## config.mk

```make
export PLATFORM = sky130hd
export DESIGN_NAME = accel_fall_detector_core
export DESIGN_NICKNAME = d
export VERILOG_FILES = /design/src/rtl/core/afd_pkg.sv /design/src/rtl/core/accel_fall_detector_core.sv /design/src/rtl/core/afd_mag.sv /design/src/rtl/core/afd_cell.sv /design/src/rtl/core/afd_ctrl.sv
export SDC_FILE = /design/constraint.sdc
export NUM_CORES = 2
export LEC_CHECK = 0
export ABC_CLOCK_PERIOD_IN_PS = 16500
export CAP_MARGIN = 10
export CORE_UTILIZATION = 38
export DETAILED_ROUTE_END_ITERATION = 8
export DONT_BUFFER_PORTS = 1
export GPL_TIMING_DRIVEN = 0
export PLACE_DENSITY = 0.61
export SLEW_MARGIN = 20
export SYNTH_ARGS = -nofsm -noshare
export SYNTH_HDL_FRONTEND = slang
export SYNTH_SLANG_ARGS = --single-unit
```

## constraint.sdc

```tcl
create_clock -name clk -period 16.5 [get_ports clk]
set_input_delay 0.825 -clock clk [delete_from_list [all_inputs] [get_ports clk]]
set_output_delay 0.825 -clock clk [all_outputs]
set_load 0.02 [all_outputs]
```

## src/rtl/core/afd_pkg.sv

```systemverilog
// Package for the accelerometer fall detector core.
// Holds field widths, status codes, register indexes and the pipeline control struct.
// No dependencies.
package afd_pkg;

  // Fixed widths of the sample ports and the configuration registers.
  localparam int ACCEL_W = 16;
  localparam int CFG_W   = 34;
  localparam int CFG_IDX_W = 2;

  // Configuration register indexes.
  localparam logic [CFG_IDX_W-1:0] REG_FALL_THR   = 2'd0;
  localparam logic [CFG_IDX_W-1:0] REG_IMPACT_THR = 2'd1;
  localparam logic [CFG_IDX_W-1:0] REG_STILL_MIN  = 2'd2;
  localparam logic [CFG_IDX_W-1:0] REG_STILL_MAX  = 2'd3;

  // Status code reported with every result.
  typedef enum logic [2:0] {
    STAT_WARMUP        = 3'd0,
    STAT_REST          = 3'd1,
    STAT_FALL_START    = 3'd2,
    STAT_FALLING       = 3'd3,
    STAT_IMPACT        = 3'd4,
    STAT_NO_CONFIRM    = 3'd5,
    STAT_ALARM_ENTERED = 3'd6,
    STAT_ALARM_HELD    = 3'd7
  } status_t;

  // Per-stage pipeline control: global advance and the incoming stage valid.
  typedef struct packed {
    logic advance;
    logic valid;
  } pipe_ctl_t;

endpackage

```

## src/rtl/core/accel_fall_detector_core.sv

```systemverilog
// Top level of the accelerometer fall detector: magnitude unit, window cells, control.
// Depends on afd_pkg, afd_mag, afd_cell and afd_ctrl.
//
//   channel | direction | handshake           | payload
//   --------+-----------+---------------------+---------------------------------
//   in      | input     | in_valid / in_stall | in_accel_x, in_accel_y, in_accel_z
//   out     | output    | out_valid/out_stall | out_status, out_window_sum
//   cfg     | input     | cfg_valid/cfg_ready | cfg_index, cfg_data
//
// One sample per cycle while the output is not stalled; each result is registered through
// the square at the accepting edge, then the magnitude sum, the window update, and the state
// machine plus output register. The window is a chain of cells that shifts once per sample.
// Synchronous active-low reset clears the window, sum, warmup counter, state, valid flags and
// configuration registers. A stalled result freezes the whole pipeline; in_stall follows
// out_stall while a result is held. Configuration writes are always ready.
module accel_fall_detector_core
  import afd_pkg::*;
#(
  parameter int WINDOW      = 5,
  parameter int SAMPLE_BITS = 16
) (
  input  logic                 clk,
  input  logic                 rst_n,
  input  logic                 in_valid,
  output logic                 in_stall,
  input  logic [ACCEL_W-1:0]   in_accel_x,
  input  logic [ACCEL_W-1:0]   in_accel_y,
  input  logic [ACCEL_W-1:0]   in_accel_z,
  output logic                 out_valid,
  input  logic                 out_stall,
  output logic [2:0]           out_status,
  output logic [CFG_W-1:0]     out_window_sum,
  input  logic                 cfg_valid,
  output logic                 cfg_ready,
  input  logic [CFG_IDX_W-1:0] cfg_index,
  input  logic [CFG_W-1:0]     cfg_data
);

  localparam int MAG_W   = 2 * SAMPLE_BITS;
  localparam int RAW_W   = MAG_W + $clog2(WINDOW);
  localparam int SUM_W   = (RAW_W > CFG_W) ? RAW_W : CFG_W;

  logic             advance;
  pipe_ctl_t        mag_ctl, ctrl_ctl;
  logic             mag_valid;
  logic [MAG_W-1:0] mag;
  logic [MAG_W-1:0] tap [WINDOW];
  logic             shift_en;
  logic [SUM_W-1:0] sum_r, sum_nxt;
  logic             sum_valid_r;
  logic [CFG_W-1:0] fall_thr_r, impact_thr_r, still_min_r, still_max_r;
  logic             alarm;

  // The pipeline moves unless a finished result is waiting to be taken.
  assign advance  = !(out_valid && out_stall);
  assign in_stall = !advance;
  assign cfg_ready = 1'b1;

  // Configuration registers.
  always_ff @(posedge clk) begin
    if (!rst_n) begin
      fall_thr_r   <= '0;
      impact_thr_r <= '0;
      still_min_r  <= '0;
      still_max_r  <= '0;
    end else if (cfg_valid && cfg_ready) begin
      case (cfg_index)
        REG_FALL_THR:   fall_thr_r   <= cfg_data;
        REG_IMPACT_THR: impact_thr_r <= cfg_data;
        REG_STILL_MIN:  still_min_r  <= cfg_data;
        REG_STILL_MAX:  still_max_r  <= cfg_data;
        default: ;
      endcase
    end
  end

  // Squared magnitude of each sample.
  assign mag_ctl = '{advance: advance, valid: in_valid};

  afd_mag #(
    .SAMPLE_BITS(SAMPLE_BITS)
  ) u_mag (
    .clk      (clk),
    .rst_n    (rst_n),
    .ctl      (mag_ctl),
    .accel_x  (in_accel_x),
    .accel_y  (in_accel_y),
    .accel_z  (in_accel_z),
    .mag_valid(mag_valid),
    .mag      (mag)
  );

  // Window of magnitudes as a chain of cells; the last cell holds the oldest value.
  assign shift_en = advance && mag_valid;

  for (genvar g = 0; g < WINDOW; g++) begin : g_cell
    if (g == 0) begin : g_head
      afd_cell #(.DATA_W(MAG_W)) u_cell (
        .clk     (clk),
        .rst_n   (rst_n),
        .shift_en(shift_en),
        .d_in    (mag),
        .q       (tap[g])
      );
    end else begin : g_body
      afd_cell #(.DATA_W(MAG_W)) u_cell (
        .clk     (clk),
        .rst_n   (rst_n),
        .shift_en(shift_en),
        .d_in    (tap[g-1]),
        .q       (tap[g])
      );
    end
  end

  // Moving sum: add the new magnitude, drop the one leaving the window.
  assign sum_nxt = sum_r + SUM_W'(mag) - SUM_W'(tap[WINDOW-1]);

  always_ff @(posedge clk) begin
    if (!rst_n) begin
      sum_r       <= '0;
      sum_valid_r <= 1'b0;
    end else if (advance) begin
      sum_valid_r <= mag_valid;
      if (mag_valid) begin
        sum_r <= sum_nxt;
      end
    end
  end

  // Detection state machine and result register.
  assign ctrl_ctl = '{advance: advance, valid: sum_valid_r};

  afd_ctrl #(
    .WINDOW(WINDOW),
    .SUM_W (SUM_W)
  ) u_ctrl (
    .clk       (clk),
    .rst_n     (rst_n),
    .ctl       (ctrl_ctl),
    .sum       (sum_r),
    .fall_thr  (fall_thr_r),
    .impact_thr(impact_thr_r),
    .still_min (still_min_r),
    .still_max (still_max_r),
    .out_valid (out_valid),
    .out_status(out_status),
    .out_sum   (out_window_sum),
    .alarm     (alarm)
  );

`ifndef ASSERT_OFF
  // Once in alarm, the block never leaves it before reset.
  a_alarm_sticky: assert property (@(posedge clk) disable iff (!rst_n)
    $past(alarm) |-> alarm)
    else $error("alarm state was left without reset");

  // An alarm status in the output register implies the state machine is in alarm.
  a_alarm_status: assert property (@(posedge clk) disable iff (!rst_n)
    (out_valid && (out_status == STAT_ALARM_ENTERED || out_status == STAT_ALARM_HELD))
      |-> alarm)
    else $error("alarm status reported outside the alarm state");

  // A held result freezes the window sum.
  a_sum_frozen: assert property (@(posedge clk) disable iff (!rst_n)
    (out_valid && out_stall) |=> $stable(sum_r))
    else $error("window sum moved while the output was stalled");
`endif

endmodule

```

## src/rtl/core/afd_mag.sv

```systemverilog
// Squared-magnitude unit: squares the three axes, then sums them (two stages).
// Depends on afd_pkg.
module afd_mag
  import afd_pkg::*;
#(
  parameter int SAMPLE_BITS = 16
) (
  input  logic                     clk,
  input  logic                     rst_n,
  input  pipe_ctl_t                ctl,
  input  logic [ACCEL_W-1:0]       accel_x,
  input  logic [ACCEL_W-1:0]       accel_y,
  input  logic [ACCEL_W-1:0]       accel_z,
  output logic                     mag_valid,
  output logic [2*SAMPLE_BITS-1:0] mag
);

  localparam int MAG_W = 2 * SAMPLE_BITS;

  logic signed [SAMPLE_BITS-1:0] sx, sy, sz;
  logic [MAG_W-1:0] sq_x_r, sq_y_r, sq_z_r;
  logic [MAG_W-1:0] mag_r;
  logic             sq_valid_r, mag_valid_r;

  // Only the low sample bits are used, taken as two's complement.
  assign sx = accel_x[SAMPLE_BITS-1:0];
  assign sy = accel_y[SAMPLE_BITS-1:0];
  assign sz = accel_z[SAMPLE_BITS-1:0];

  // Stage valids.
  always_ff @(posedge clk) begin
    if (!rst_n) begin
      sq_valid_r  <= 1'b0;
      mag_valid_r <= 1'b0;
    end else if (ctl.advance) begin
      sq_valid_r  <= ctl.valid;
      mag_valid_r <= sq_valid_r;
    end
  end

  // Squares are non-negative and fit in MAG_W bits; so does their sum.
  // The operands are sign extended to the full product width first.
  always_ff @(posedge clk) begin
    if (ctl.advance) begin
      sq_x_r <= $unsigned(MAG_W'(sx) * MAG_W'(sx));
      sq_y_r <= $unsigned(MAG_W'(sy) * MAG_W'(sy));
      sq_z_r <= $unsigned(MAG_W'(sz) * MAG_W'(sz));
      mag_r  <= sq_x_r + sq_y_r + sq_z_r;
    end
  end

  assign mag_valid = mag_valid_r;
  assign mag       = mag_r;

endmodule

```

## src/rtl/core/afd_cell.sv

```systemverilog
// One cell of the magnitude window: holds one magnitude, passes it on each shift.
// No dependencies.
module afd_cell #(
  parameter int DATA_W = 32
) (
  input  logic              clk,
  input  logic              rst_n,
  input  logic              shift_en,
  input  logic [DATA_W-1:0] d_in,
  output logic [DATA_W-1:0] q
);

  logic [DATA_W-1:0] data_r;

  // The window starts cleared, so the cell resets to zero.
  always_ff @(posedge clk) begin
    if (!rst_n) begin
      data_r <= '0;
    end else if (shift_en) begin
      data_r <= d_in;
    end
  end

  assign q = data_r;

endmodule

```

## src/rtl/core/afd_ctrl.sv

```systemverilog
// Detection state machine with warmup counter and the result output register.
// Depends on afd_pkg.
module afd_ctrl
  import afd_pkg::*;
#(
  parameter int WINDOW = 5,
  parameter int SUM_W  = 35
) (
  input  logic             clk,
  input  logic             rst_n,
  input  pipe_ctl_t        ctl,
  input  logic [SUM_W-1:0] sum,
  input  logic [CFG_W-1:0] fall_thr,
  input  logic [CFG_W-1:0] impact_thr,
  input  logic [CFG_W-1:0] still_min,
  input  logic [CFG_W-1:0] still_max,
  output logic             out_valid,
  output logic [2:0]       out_status,
  output logic [CFG_W-1:0] out_sum,
  output logic             alarm
);

  localparam int WARM_W = $clog2(WINDOW + 2);

  typedef enum logic [1:0] {
    FSM_REST,
    FSM_FALLING,
    FSM_IMPACTED,
    FSM_ALARM
  } fsm_t;

  fsm_t              state_r, state_nxt;
  logic [WARM_W-1:0] warm_cnt_r, warm_cnt_nxt;
  status_t           status_nxt;
  status_t           status_r;
  logic              out_valid_r;
  logic [CFG_W-1:0]  out_sum_r;
  logic [SUM_W-1:0]  fall_ext, impact_ext, min_ext, max_ext;

  assign fall_ext   = SUM_W'(fall_thr);
  assign impact_ext = SUM_W'(impact_thr);
  assign min_ext    = SUM_W'(still_min);
  assign max_ext    = SUM_W'(still_max);

  // Next state and status for the sum arriving this cycle.
  always_comb begin
    state_nxt    = state_r;
    warm_cnt_nxt = warm_cnt_r;
    status_nxt   = STAT_WARMUP;
    if (warm_cnt_r <= WARM_W'(WINDOW)) begin
      warm_cnt_nxt = warm_cnt_r + 1'b1;
    end else begin
      case (state_r)
        FSM_REST: begin
          if (sum < fall_ext) begin
            state_nxt  = FSM_FALLING;
            status_nxt = STAT_FALL_START;
          end else begin
            status_nxt = STAT_REST;
          end
        end
        FSM_FALLING: begin
          if (sum < impact_ext) begin
            state_nxt  = FSM_IMPACTED;
            status_nxt = STAT_IMPACT;
          end else begin
            status_nxt = STAT_FALLING;
          end
        end
        FSM_IMPACTED: begin
          if (sum < max_ext && sum > min_ext) begin
            state_nxt  = FSM_ALARM;
            status_nxt = STAT_ALARM_ENTERED;
          end else begin
            status_nxt = STAT_NO_CONFIRM;
          end
        end
        default: begin
          state_nxt  = FSM_ALARM;
          status_nxt = STAT_ALARM_HELD;
        end
      endcase
    end
  end

  // State, warmup count and the registered result.
  always_ff @(posedge clk) begin
    if (!rst_n) begin
      state_r     <= FSM_REST;
      warm_cnt_r  <= '0;
      out_valid_r <= 1'b0;
    end else if (ctl.advance) begin
      out_valid_r <= ctl.valid;
      if (ctl.valid) begin
        state_r    <= state_nxt;
        warm_cnt_r <= warm_cnt_nxt;
      end
    end
  end

  always_ff @(posedge clk) begin
    if (ctl.advance && ctl.valid) begin
      status_r  <= status_nxt;
      out_sum_r <= sum[CFG_W-1:0];
    end
  end

  assign out_valid  = out_valid_r;
  assign out_status = status_r;
  assign out_sum    = out_sum_r;
  assign alarm      = (state_r == FSM_ALARM);

endmodule
```

## After elaboration in Yosys (flattened, before gate mapping)

Index checks and enable logic that the tools add are counted.

- $add $sub $neg: 5
- $mul: 3
- Order comparisons: 5
- Equal/unequal tests: 8
- Mux-type cells: 8
- Bitwise logic cells: 2
- Reduce and logical (&&, ||, !) cells: 14

Operators with widths:

| kind | number |
|---|---|
| $lt 35x34->1 | 3 |
| $mul 16x16->32 | 3 |
| $add 32x32->32 | 2 |
| $add 35x32->35 | 1 |
| $gt 35x34->1 | 1 |
| $sub 35x32->35 | 1 |
| $mux 2 | 5 |
| $reduce_and 2->1 | 5 |
| $pmux 3 s3 | 1 |
| $eq 2x2->1 const B | 3 |
| $ne 2x1->1 const B | 3 |
| $pmux 2 s3 | 1 |
| $reduce_and 6->1 | 1 |
| $eq 2x1->1 const B | 2 |
| $logic_and 1x1->1 | 4 |
| $logic_not 2->1 | 2 |
| $add 3x1->3 const B | 1 |
| $le 3x3->1 const B | 1 |
| $mux 3 | 1 |
| $reduce_and 3->1 | 1 |
| $not 1->1 | 2 |
| $logic_not 1->1 | 1 |

- Bits in registers: 505
- Bits of input ports: 89
- Output and inout bits: 40
- Word-level logic and storage cells: 67

## Longest topological paths before layout

- Depth after elaboration: 4
- Mapped depth: 24
- Mapped depth without buffers: 23

## Hierarchy

A second synthesis with hierarchy kept.

- Cell total of the unflattened synthesis: 5532
- Area total of the unflattened synthesis: 53112.2 um^2

Modules (own cells, without submodules):

| module | times used | cells an instance | area each (um^2) |
|---|---|---|---|
| afd_mag | 1 | 3299 | 32672.6 |
| accel_fall_detector_core | 1 | 1171 | 9397.8 |
| afd_cell | 5 | 103 | 1243.7 |
| afd_ctrl | 1 | 547 | 4823.4 |

## Least setup slack after synthesis

OpenSTA, ideal clock, no wires.

- Path type: input to register
- Start: input port in_accel_z[15]
- End: register u_mag.sq_z_r[29] (data pin)
- Library setup time: 272 ps
- Arrival time: 6794 ps
- Data required time: 16228 ps
- Slack: 9434 ps
- Cell stages on the path: 20
- Path buffers: 2
- Cell sequence: clkbuf_1 > inv_1 > buf_1 > nor2_1 > fa_1 > fa_1 > fa_1 > fa_1 > fa_1 > inv_1 > fa_1 > inv_1 > ha_1 > a21o_1 > a21o_1 > a21o_1 > a21o_1 > a31oi_1 > nor3b_1 > or4_1

- Longest elaborated chain between the ends: 1

Ends and longest elaborated chain:

| item | RTL line | text |
|---|---|---|
| start: declaration | accel_fall_detector_core.sv:28 | `input logic [ACCEL_W-1:0] in_accel_z,` |
| $mul 16x16->32 | afd_mag.sv:47 | `sq_z_r <= $unsigned(MAG_W'(sz) * MAG_W'(sz));` |
| end signal: assignment | afd_mag.sv:47 |  |
| end: declaration | afd_mag.sv:21 | `logic [MAG_W-1:0] sq_x_r, sq_y_r, sq_z_r;` |

Every way passes these cells.
A chain may end at the register's enable or synchronous reset.

## Final worst setup path

Ends and elaborated chain as after synthesis.

==> flow_metrics.tcl <==
set metrics [dict create \
    setup_violations 0 \
    synth_cells 5750 \
    synth_top_cell_area_share 0.297 \
    yosysUniqueCellTypes 85 \
    syn_avg_cell_area_um2 9.00 \
    tightest_slew_ns 1.02 \
    track_usage 0.187 \
    cts_tree "done" \
    grt_pass1_wl_mm 204 \
    post_cts_resized 0 \
    clockRootBuffer "clkbuf_16" \
    ys.flop_type "dfxtp_1" \
    nNetsFinal 7131 \
    cts.sinks 502 \
    clk_latency_ns 0.63 \
    end_kind "flop" \
    start_kind "input pin" \
    area_growth_pct 8.01 \
    seqCellArea_um2 11700 \
    rows 135 \
    critPathMaxFanout 10 \
    yosys-top-cells-count "1,252 x inv_1, 926 x nand2_1, 768 x fa_1" \
    rsz0062_at_grt "false" \
    cts.path.max_buffers 3 \
    antenna_found_initial 0 \
    start_util 0.383 \
    first_pass_iters 7 \
    cts_hold_buf 0 \
    die_h_um 371 \
    core_area_um2 135000 \
    synth_warnings 0 \
    num_io_pins 129 \
    gp_congestion 0.931 \
    path_clk_slew_ns 0.06 \
    fin_crit_ns 7.64 \
    die_area_um2 138000 \
    period_share 0.463 \
    wl_mm 125 \
    setup-tns-final_ns 0 \
    wire_per_inst_um 16.4 \
    netlist_area_um2 51800 \
    report.final.slew_viol_count 0 \
    multi_input_area_um2 34700 \
    num-fill-cells 13475 \
    grt_pass1_vias 38910 \
    die_w_um 371 \
    drc 0 \
    grt-ovfl-total 0 \
    cts_inserted_buffers 53 \
    cts_max_level 2 \
    vias 37239 \
    synthArstFlopShare 0 \
    worst_hold_path_type "input pin to flop" \
    slew_headroom 0.318 \
    post_cts_buffers 0 \
    ant_nets 0 \
    io_buffers 0 \
    fmax_ghz 0.131 \
    yosys-top-cells-area "fa_1 30%, dfxtp_1 13%, ha_1 11%, edfxtp_1 9.4%, inv_1 9.1%" \
    grt_max_degree 52 \
    synth.largest_area_cell "fa_1" \
    worstPathRequired_ns 16.77 \
    synth.most_common_cell "inv_1" \
    clock-skew-final_ns 0.0616 \
    place_hpwl_mm 105 \
    layout-drive-gt1-share 0.0231 \
    cp_data_arrival_time_ns 7.91 \
    routed_via_density 4.88 \
    cap_viol_max_count 0 \
    drt_iter0_markers 2009 \
    synth_seq_area_share 0.225 \
    worstSetupPathType "input pin to flop" \
    timing.final.hold_violations 0 \
    synth-edff-count 162 \
    ys_seq_elements 502 \
    status "finished, final reports clean" \
]
[cell usage in the layout, fill, tap and decap left out, types with 9 or more instances in the layout]
master | synthesis | routed
nand3_1 | 52 | 52
nand2b_1 | 29 | 29
nor2b_1 | 21 | 21
and3_1 | 29 | 29
nand4_1 | 30 | 30
ha_1 | 464 | 464
clkbuf_16 | 0 | 55
or2_2 | 9 | 9
xor2_1 | 35 | 35
a21oi_1 | 463 | 463
inv_1 | 1252 | 1252
o21bai_1 | 23 | 23
a31oi_1 | 20 | 20
o21a_1 | 28 | 28
xnor2_1 | 131 | 131
nand2_1 | 926 | 925
nor4_1 | 10 | 10
edfxtp_1 | 162 | 162
or3_1 | 12 | 12
clkbuf_1 | 174 | 184
clkinv_2 | 0 | 10
a21o_1 | 76 | 76
nor2_1 | 203 | 203
fa_1 | 768 | 768
o21ai_0 | 109 | 109
clkbuf_8 | 0 | 10
and2_1 | 121 | 120
o211ai_1 | 12 | 12
nor3_1 | 40 | 40
a31o_2 | 14 | 14
dfxtp_1 | 340 | 340
a211oi_1 | 43 | 43
[per-stage QoR]
stage	hold slack [ns]	setup WS, ns	utilization	cell area (µm²)	cells
finish	0.312	8.86	0.413	55900	7635
global route	0.274	8.63	0.413	55900	7634
CTS	0.272	8.92	0.413	55900	7634
detailed placement	0.444	8.29	0.400	54100	7536
global placement	0.439	8.37	0.399	54000	7533
floorplan	0.432	9.43	-	51800	5752
[metal layers]
metal  track usage  part of all wire  vias up
li1              -                 -    18114
met1         0.233              0.42    18292
met2         0.342              0.51      672
met3        0.0180             0.039      161
met4        0.0501             0.028        0
met5             0                 0        -
[state kept, by name, indices dropped and copies added (netlist names)]
register                cells
fall_thr_r                 34
g_cell.g_body.u_cell.q    128
g_cell.g_head.u_cell.q     32
impact_thr_r               34
still_max_r                34
still_min_r                34
sum_r                      35
sum_valid_r                 1
u_ctrl.out_status           3
u_ctrl.out_sum             34
u_ctrl.out_valid            1
u_ctrl.state_r              2
u_ctrl.warm_cnt_r           3
u_mag.mag                  32
u_mag.mag_valid             1
u_mag.sq_valid_r            1
u_mag.sq_x_r               31
u_mag.sq_y_r               31
u_mag.sq_z_r               31
[logic make-up after synthesis]
family / share of synthesized area
XOR/XNOR: 0.0281
AND/OR/NAND/NOR: 0.129
adder cells (fa/ha/maj): 0.409
multiplexers: 0.00155
other: 0.000145
buffers and inverters: 0.104
flip-flops: 0.225
AO/OA/AOI/OAI: 0.102
[worst max-delay path, cell delays in order]
cell	delay, ns
clkbuf_1	0.43
inv_1	0.31
buf_1	0.39
nor2_1	0.24
fa_1	0.57
fa_1	0.90
fa_1	0.53
fa_1	0.51
fa_1	0.49
inv_1	0.05
fa_1	0.47
inv_1	0.04
ha_1	0.34
a21o_1	0.18
a21o_1	0.21
a21o_1	0.18
a21o_1	0.20
a31oi_1	0.28
nor3b_1	0.10
or4_1	0.65
[cell type report]
| type | instances | area share |
|---|---|---|
| inverters | 1254 | 0.0842 |
| clock buffers | 76 | 0.0279 |
| plain buffers | 182 | 0.0123 |
| multi-input cells | 3814 | 0.621 |
| flip-flops and latches | 502 | 0.209 |
| clock inverters | 22 | 0.00490 |
| well taps | 1781 | 0.0399 |
| repair buffers | 3 | 0.00121 |
| diodes | 1 | 0.0000448 |
[worst paths after layout]
check             cells past startpoint                       endpoint                          start  slack, ns
setup reg to reg                      9           u_ctrl.out_status[1]                      sum_r[30]      12.58
setup / recovery                     20               u_mag.sq_z_r[29]                 in_accel_z[15]       8.86
hold reg to reg                       2  g_cell[2].g_body.u_cell.q[26]  g_cell[1].g_body.u_cell.q[26]       0.41
hold / removal                        0                u_mag.sq_x_r[0]                  in_accel_x[0]       0.31
Power is left out: the tool's default activity adds up to more than one toggle a clock period on the data nets, which glitch-free logic cannot reach.
